==> config.mk <==
export PLATFORM = sky130hd
export DESIGN_NAME = varint_length_hex_serializer
export DESIGN_NICKNAME = d
export VERILOG_FILES = /design/src/rtl/core/vlhs_pkg.sv /design/src/rtl/core/vlhs_ctrl.sv /design/src/rtl/core/vlhs_dp.sv /design/src/rtl/core/varint_length_hex_serializer.sv
export SDC_FILE = /design/constraint.sdc
export NUM_CORES = 1
export LEC_CHECK = 0
export ABC_AREA = 1
export BUFFER_PORTS_ARGS = -buffer_cell sky130_fd_sc_hd__buf_2
export CAP_MARGIN = 5
export CELL_PAD_IN_SITES_DETAIL_PLACEMENT = 1
export CELL_PAD_IN_SITES_GLOBAL_PLACEMENT = 1
export CORE_MARGIN = 2
export CORE_UTILIZATION = 41
export DETAILED_ROUTE_END_ITERATION = 12
export PLACE_DENSITY_LB_ADDON = 0.1
export SYNTH_ARGS = -nofsm -noshare
export SYNTH_HDL_FRONTEND = slang
export SYNTH_SLANG_ARGS = --single-unit
==> constraint.sdc <==
create_clock -name clk_i -period 3.6 [get_ports clk_i]
set_clock_uncertainty 0.15 [all_clocks]
set_input_delay 0.36 -clock clk_i [delete_from_list [all_inputs] [get_ports clk_i]]
set_output_delay 0.36 -clock clk_i [all_outputs]
set_load 0.02 [all_outputs]
==> src/rtl/core/vlhs_pkg.sv <==
// package for the varint length hex serializer
// holds action codes, controller state, command and status types, hex lookup
// no dependencies
package vlhs_pkg;

  localparam int LENGTH_BITS_DEF = 32;
  localparam int GROUP_BITS      = 7;

  localparam logic [1:0] ACT_HDR  = 2'd0;
  localparam logic [1:0] ACT_DATA = 2'd1;
  localparam logic [1:0] ACT_END  = 2'd2;

  localparam logic [6:0] CHAR_NL  = 7'h0A;
  localparam logic [6:0] CHAR_0   = 7'h30;
  localparam logic [6:0] CHAR_A   = 7'h41;

  typedef enum logic [1:0] {
    ST_IDLE,
    ST_HI,
    ST_LO,
    ST_NL
  } state_e;

  typedef enum logic [1:0] {
    SEL_HI,
    SEL_LO,
    SEL_NL
  } sel_e;

  typedef struct packed {
    logic load;
    logic next_byte;
    logic emit;
    logic last;
    sel_e sel;
  } ctrl_cmd_t;

  typedef struct packed {
    logic last_byte;
    logic out_free;
  } dp_stat_t;

  function automatic logic [6:0] hex_char(input logic [3:0] nib);
    logic [6:0] wide;
    wide = {3'b000, nib};
    if (nib < 4'd10) begin
      return CHAR_0 + wide;
    end
    return CHAR_A + (wide - 7'd10);
  endfunction

endpackage

==> src/rtl/core/vlhs_ctrl.sv <==
// controller state machine for the varint length hex serializer
// sequences high nibble, low nibble and newline characters; uses vlhs_pkg
module vlhs_ctrl import vlhs_pkg::*; (
  input  logic       clk_i,
  input  logic       rst_ni,
  input  logic       in_valid_i,
  output logic       in_stall_o,
  input  logic [1:0] action_i,
  input  dp_stat_t   stat_i,
  output ctrl_cmd_t  cmd_o
);

  state_e st_q, st_d;
  logic   fin;
  logic   accept;

  // outputs
  always_comb begin
    cmd_o           = '0;
    cmd_o.sel       = SEL_HI;
    unique case (st_q)
      ST_IDLE: begin
        cmd_o.emit = 1'b0;
      end
      ST_HI: begin
        cmd_o.emit = stat_i.out_free;
        cmd_o.sel  = SEL_HI;
      end
      ST_LO: begin
        cmd_o.emit = stat_i.out_free;
        cmd_o.sel  = SEL_LO;
        cmd_o.last = stat_i.last_byte;
      end
      ST_NL: begin
        cmd_o.emit = stat_i.out_free;
        cmd_o.sel  = SEL_NL;
        cmd_o.last = 1'b1;
      end
      default: begin
        cmd_o.emit = 1'b0;
      end
    endcase
    fin             = cmd_o.emit && cmd_o.last;
    in_stall_o      = !((st_q == ST_IDLE) || fin);
    accept          = in_valid_i && !in_stall_o;
    cmd_o.load      = accept;
    cmd_o.next_byte = (st_q == ST_LO) && cmd_o.emit && !stat_i.last_byte;
  end

  // next state
  always_comb begin
    st_d = st_q;
    if (accept) begin
      unique case (action_i) inside
        ACT_HDR, ACT_DATA: st_d = ST_HI;
        ACT_END:           st_d = ST_NL;
        default:           st_d = ST_IDLE;
      endcase
    end else if (cmd_o.emit) begin
      unique case (st_q)
        ST_HI:   st_d = ST_LO;
        ST_LO:   st_d = stat_i.last_byte ? ST_IDLE : ST_HI;
        ST_NL:   st_d = ST_IDLE;
        default: st_d = ST_IDLE;
      endcase
    end
  end

  always_ff @(posedge clk_i or negedge rst_ni) begin
    if (!rst_ni) begin
      st_q <= ST_IDLE;
    end else begin
      st_q <= st_d;
    end
  end

`ifndef SYNTHESIS
  a_load_only_when_done: assert property (@(posedge clk_i) disable iff (!rst_ni)
    cmd_o.load |-> ((st_q == ST_IDLE) || (cmd_o.emit && cmd_o.last)))
    else $error("item taken while previous item still in progress");

  a_load_excl_next: assert property (@(posedge clk_i) disable iff (!rst_ni)
    !(cmd_o.load && cmd_o.next_byte))
    else $error("load and next byte in the same cycle");

  a_hi_then_lo: assert property (@(posedge clk_i) disable iff (!rst_ni)
    (st_q == ST_HI) && cmd_o.emit |=> (st_q == ST_LO))
    else $error("low nibble does not follow high nibble");

  a_more_bytes: assert property (@(posedge clk_i) disable iff (!rst_ni)
    cmd_o.next_byte |=> (st_q == ST_HI) && !$past(cmd_o.last))
    else $error("continuation byte not sequenced");
`endif

endmodule

==> src/rtl/core/vlhs_dp.sv <==
// datapath for the varint length hex serializer
// length shift register, current byte, output register; uses vlhs_pkg
module vlhs_dp import vlhs_pkg::*; #(
  parameter int LengthBits = LENGTH_BITS_DEF
) (
  input  logic        clk_i,
  input  logic        rst_ni,
  input  logic [1:0]  action_i,
  input  logic [31:0] value_i,
  input  ctrl_cmd_t   cmd_i,
  output dp_stat_t    stat_o,
  output logic        out_valid_o,
  input  logic        out_stall_i,
  output logic [6:0]  char_out_o,
  output logic        last_o
);

  logic [LengthBits-1:0] len_q, len_d;
  logic [7:0]            byte_q, byte_d;
  logic                  hdr_q, hdr_d;
  logic                  out_valid_q;
  logic [6:0]            char_q;
  logic                  last_q;
  logic [LengthBits-1:0] len_in;
  logic [LengthBits-1:0] len_in_rest;
  logic [LengthBits-1:0] len_rest;
  logic [6:0]            char_d;

  assign len_in      = value_i[LengthBits-1:0];
  assign len_in_rest = len_in >> GROUP_BITS;
  assign len_rest    = len_q >> GROUP_BITS;

  always_comb begin
    len_d  = len_q;
    byte_d = byte_q;
    hdr_d  = hdr_q;
    if (cmd_i.load) begin
      if (action_i == ACT_HDR) begin
        hdr_d  = 1'b1;
        len_d  = len_in_rest;
        byte_d = {len_in_rest != '0, len_in[GROUP_BITS-1:0]};
      end else begin
        hdr_d  = 1'b0;
        byte_d = value_i[7:0];
      end
    end else if (cmd_i.next_byte) begin
      len_d  = len_rest;
      byte_d = {len_rest != '0, len_q[GROUP_BITS-1:0]};
    end
  end

  always_comb begin
    case (cmd_i.sel)
      SEL_HI:  char_d = hex_char(byte_q[7:4]);
      SEL_LO:  char_d = hex_char(byte_q[3:0]);
      default: char_d = CHAR_NL;
    endcase
  end

  always_ff @(posedge clk_i) begin
    len_q  <= len_d;
    byte_q <= byte_d;
    hdr_q  <= hdr_d;
    if (cmd_i.emit) begin
      char_q <= char_d;
      last_q <= cmd_i.last;
    end
  end

  always_ff @(posedge clk_i or negedge rst_ni) begin
    if (!rst_ni) begin
      out_valid_q <= 1'b0;
    end else if (cmd_i.emit) begin
      out_valid_q <= 1'b1;
    end else if (!out_stall_i) begin
      out_valid_q <= 1'b0;
    end
  end

  assign stat_o.last_byte = !(hdr_q && byte_q[7]);
  assign stat_o.out_free  = !out_valid_q || !out_stall_i;
  assign out_valid_o      = out_valid_q;
  assign char_out_o       = char_q;
  assign last_o           = last_q;

endmodule

==> src/rtl/core/varint_length_hex_serializer.sv <==
// varint length hex serializer: one character per cycle while the output is not stalled
// an item goes to the state and byte registers, then each character to the output register
// two hex chars per data item, a newline per end item, two per header varint byte (2..10)
// the next item is taken in the cycle the final character of the current one is registered
// reset clears controller state and output valid; payload registers are not reset
module varint_length_hex_serializer import vlhs_pkg::*; #(
  parameter int LengthBits = LENGTH_BITS_DEF
) (
  input  logic        clk_i,
  input  logic        rst_ni,
  input  logic        in_valid_i,
  output logic        in_stall_o,
  input  logic [1:0]  action_i,
  input  logic [31:0] value_i,
  output logic        out_valid_o,
  input  logic        out_stall_i,
  output logic [6:0]  char_out_o,
  output logic        last_o
);

  ctrl_cmd_t cmd;
  dp_stat_t  stat;

  vlhs_ctrl u_ctrl (
    .clk_i      (clk_i),
    .rst_ni     (rst_ni),
    .in_valid_i (in_valid_i),
    .in_stall_o (in_stall_o),
    .action_i   (action_i),
    .stat_i     (stat),
    .cmd_o      (cmd)
  );

  vlhs_dp #(
    .LengthBits (LengthBits)
  ) u_dp (
    .clk_i       (clk_i),
    .rst_ni      (rst_ni),
    .action_i    (action_i),
    .value_i     (value_i),
    .cmd_i       (cmd),
    .stat_o      (stat),
    .out_valid_o (out_valid_o),
    .out_stall_i (out_stall_i),
    .char_out_o  (char_out_o),
    .last_o      (last_o)
  );

endmodule
==> results by stage <==
Place:
- The HPWL after detailed placement is 4.48 mm.
- The congestion estimate from routability-driven global placement came to 0.801.
- The port buffer count is 47.

Global route:
- The number of global-route vias before repair was approximately 2200.
- Across every metal layer, demand over resource in global routing totals 0.183.
- The wire length of the first global-routing pass is 9.33 mm.
- The initial antenna violation count is 0.
- Entering global routing, the biggest net connects 35 pins.
- For this run the aggregate overflow at the end of global routing stands at 0.

Worst setup path:
- The peak per-stage delay on the critical path is 0.41 ns.
- In this run the critical register-to-register path is captured at u_dp.len_q[18].
- The register-to-register path setup slack is between 1 and 1.5 ns.
- The type of element capturing the critical path is a register.
- The most critical setup path has its endpoint at u_dp.len_q[18].
- The startpoint kind of the worst setup timing path is a register.
- By startpoint and endpoint, the worst setup path is classified as reg -> reg.
- The data required time of the worst path is approximately 3.4 ns.
- Tracing the worst setup path back leads to its startpoint at u_ctrl.st_q[0].
- On the critical path, the stage with the largest delay is an instance of dfrtp_1.
- The worst flop-to-flop path startpoint is u_ctrl.st_q[0].
- Along the worst path, the maximum fanout reaches 32.
- The critical path goes through inv_1 -> ha_1 -> inv_1 -> nand2_4 -> nand3_2 -> nand2_2 -> nand2_2 -> buf_4 -> o21a_1 -> buf_4.
- The length in cells of the worst reg-to-reg path is 10.
- The signal arrival time at the worst endpoint is approximately 2.3 ns.

Power:
- The power per cell area is 850 nW/um^2.
- In this run the static leakage power is around 1.4 nW.
- Across the VDD grid, the largest voltage drop is 0.000408 V.

Logic synthesis:
- The compound-gate portion of the synthesized area is 0.0711.
- Counting flops with an async set or reset pin after synthesis yields a share of 0.0667.
- The average cell area after synthesis is 8.74 sq um.
- Synthesis produced a netlist with a net count of 341.
- The summed instance area of the synthesized netlist is roughly 2500 sq um.
- The distinct cell type count after synthesis is 28.
- In the synthesized netlist, the cells that appear most often are nand2_1, edfxtp_1, nor2_1, inv_1, o21ai_0.
- Yosys printed 0 warnings.
- The main combinational cell family by area after synthesis is simple AND/OR/NAND/NOR gates.
- Among all flip-flop cells after synthesis, the most frequent one is edfxtp_1.
- The xor and xnor fraction of the mapped netlist area is 0.0138.
- In this run, synthesis inferred 42 flip-flops with an integrated enable.
- The post-synthesis adder-cell area fraction is 0.0642.
- The portion of synthesized area spent on multiplexers is 0.
- The simple-gate area share of the yosys netlist is 0.250.
- The proportion of netlist area held by the largest area contributor is 0.498.
- The register bit total from synthesis is 45.
- The most frequently used cell type in the post-synthesis netlist is nand2_1.
- Synthesis produced 290 cells.
- By area the synthesized netlist is led by edfxtp_1, nand2_1, ha_1.
- edfxtp_1 takes more of the synthesized area than any other cell.
- Of the synthesized area, sequential elements account for 0.527.

Timing:
- Final hold analysis gives a worst-case slack of about 0.17 ns.
- For the final routed database, the setup TNS stands at 0 ns.
- The worst pin sits at a relative slew slack of 0.441.
- For the pin with the worst max-slew slack, the measured transition is approximately 0.84 ns.
- Derived from the worst setup path, the maximum achievable clock frequency is 0.404 GHz.
- Subtracting the final worst setup slack from the clock period gives 2.48 ns.
- The number of max-slew violations in the final report is 0.
- Setup violations remaining at the end of the flow were counted as 0.
- Setup repair after global routing left no endpoint under its margin.
- The final critical-path share of the clock period is 0.688.
- The total count of hold-check failures in the final report is 0.

Drt:
- The length of routed met3 wiring is 174 microns.
- The wire length on met2 is 3.24 mm.
- The first detailed-routing pass took 6 iterations.
- In this run the remaining antenna-violating nets after routing total 0.
- For this block, the initial DRC count from the detailed router was 29.
- The met1 wire length is between 2 and 2.5 mm.
- The total wire length after detailed routing is 5.75 mm.
- In the routed layout, each cell is associated on average with a via count of 4.96.
- The highest layer touched by signal routing is met4.
- The count of vias placed by the detailed router is 2070.
- In the final routed layout, each cell accounts on average for ~14 microns.
- In the routed design, unresolved DRC markers number 0.

Clock tree:
- The maximum clock insertion buffer count is 2.
- Clock-pin slew was measured on the worst setup and hold paths at around 0.09 ns.
- The insertion delay to the later sink of the worst-skew pair is 0.30 ns.
- The post-CTS setup repair buffer count is 0.
- The number of levels the H-tree was split into is 2.
- The total number of clock tree sinks is 45.
- TritonCTS built the clock tree.
- The buffer type at the clock tree root is clkbuf_8.
- Counting the buffers created by CTS gives 5.

Floorplanning:
- For this configuration, the core starts out at a cell density of 0.426.
- After floorplanning, the core was divided into 28 placement rows.
- 48 I/O pins were placed.
- The core region is slightly below 6000 sq um.
- The width of the die is 82.6 microns.
- The floorplan step defined a die boundary enclosing between 6000 and 7000 sq um.
- The vertical die dimension is slightly above 80 microns.

Hold path:
- The min-delay analysis places its worst path in the category in -> reg.

Finish:
- The layout overhead on the synthesized area is 15.4%.
- The layout net count is approximately 400.
- The number of antenna diodes in the final layout is 0.
- The share of final-layout standard cells stronger than drive strength 1 is 0.196.

Flow run:
- Across the run, the number of max-cap violations was 0.

Run status:
- The flow ran to the end, and the final reports show no timing, DRC or antenna violations.
## state kept, by name, indices dropped and copies added, names as in the netlist
register and cells:
u_ctrl.st_q 2, u_dp.byte_q 8, u_dp.char_out_o 7, u_dp.hdr_q 1, u_dp.last_o 1, u_dp.len_q 25
u_dp.out_valid_o 1
## worst min-delay path by stage
stage | cells past startpoint | slack, ns | end | start
floorplan | 0 | -0.09 | u_ctrl.st_q[0] | rst_ni
global placement | 1 | 0.01 | u_dp.out_valid_o | rst_ni
detailed placement | 1 | 0.01 | u_dp.out_valid_o | rst_ni
CTS | 3 | 0.17 | u_dp.out_valid_o | out_stall_i
global route | 3 | 0.18 | u_dp.byte_q[0] | value_i[0]
finish | 3 | 0.17 | u_dp.out_valid_o | out_stall_i
## power breakdown
group,total [mW],internal (mW),leakage [nW],switching (mW)
sequential,1.03,0.922,0.433,0.104
clock,0.310,0.134,0.0439,0.176
combinational,1.15,0.389,0.879,0.762
total,2.49,1.44,1.36,1.04
## area by class of cell
class | instances | area (sq um)
fillers | 755 | 3030
flip-flops and latches | 45 | 1340
multi-input cells | 204 | 1010
repair buffers | 51 | 268
inverters | 34 | 128
well taps | 75 | 93.8
clock buffers | 5 | 68.8
clock inverters | 3 | 17.5
## metal layers
metal	track usage	up-vias
met2	0.365	46
met3	0.0283	8
met1	0.183	980
li1	-	1036
met5	0	-
met4	0.0820	0
## kinds of logic (layout without fill, tap and decap cells)
logic type,after synthesis,after routing
adder cells (fa/ha/maj),13,13
AO/OA/AOI/OAI,31,31
buffers and inverters,41,93
XOR/XNOR,4,4
AND/OR/NAND/NOR,156,156
flip-flops,45,45
## stage by stage
step / setup WS (ns) / power [mW] / utilization / area (sq um) / std cells
4_1_cts: 1.09 / 2.52 / 0.491 / 2920 / 417
5_1_grt: 0.915 / 2.72 / 0.491 / 2920 / 417
6_report: 1.12 / 2.49 / 0.491 / 2920 / 417
2_1_floorplan: 0.749 / 1.88 / - / 2530 / 290
3_3_place_gp: 1.16 / 2.16 / 0.475 / 2830 / 408
3_5_place_dp: 1.10 / 2.20 / 0.475 / 2830 / 408
## placed cells by master (no fill, tap or decap)
cell,n
edfxtp_1,42
clkinv_2,2
nor2_1,39
clkbuf_8,5
a21oi_4,1
o21a_1,1
o21ai_1,1
inv_1,33
dfrtp_1,3
nand3_1,14
xnor2_1,2
nand2_4,1
or2_2,1
nand3_2,1
o211ai_1,3
nand2_1,94
inv_2,1
dlygate4sd3_1,1
nand3b_1,1
nor3_1,1
ha_1,13
buf_4,3
buf_2,47
nand2_2,2
a21oi_1,8
clkinvlp_4,1
o31ai_1,1
a31oi_1,1
xor2_1,2
nor2_2,2
o21ai_0,15
## critical path, delay by kind of cell, from the launching register on
kind,cells,cell delay [ns]
DFF,1,0.41
buffers and inverters,4,0.87
adders and majority gates,1,0.20
and+or+nand+nor,4,0.34
AOI/OAI and AO/OA,1,0.18
## what timing repair did
item                                   4_1_cts  5_1_grt
hold buffers                                 1        0
resized for setup                            0        0
endpoints found under the hold margin        3        0
(Power assumes the default switching activity.)
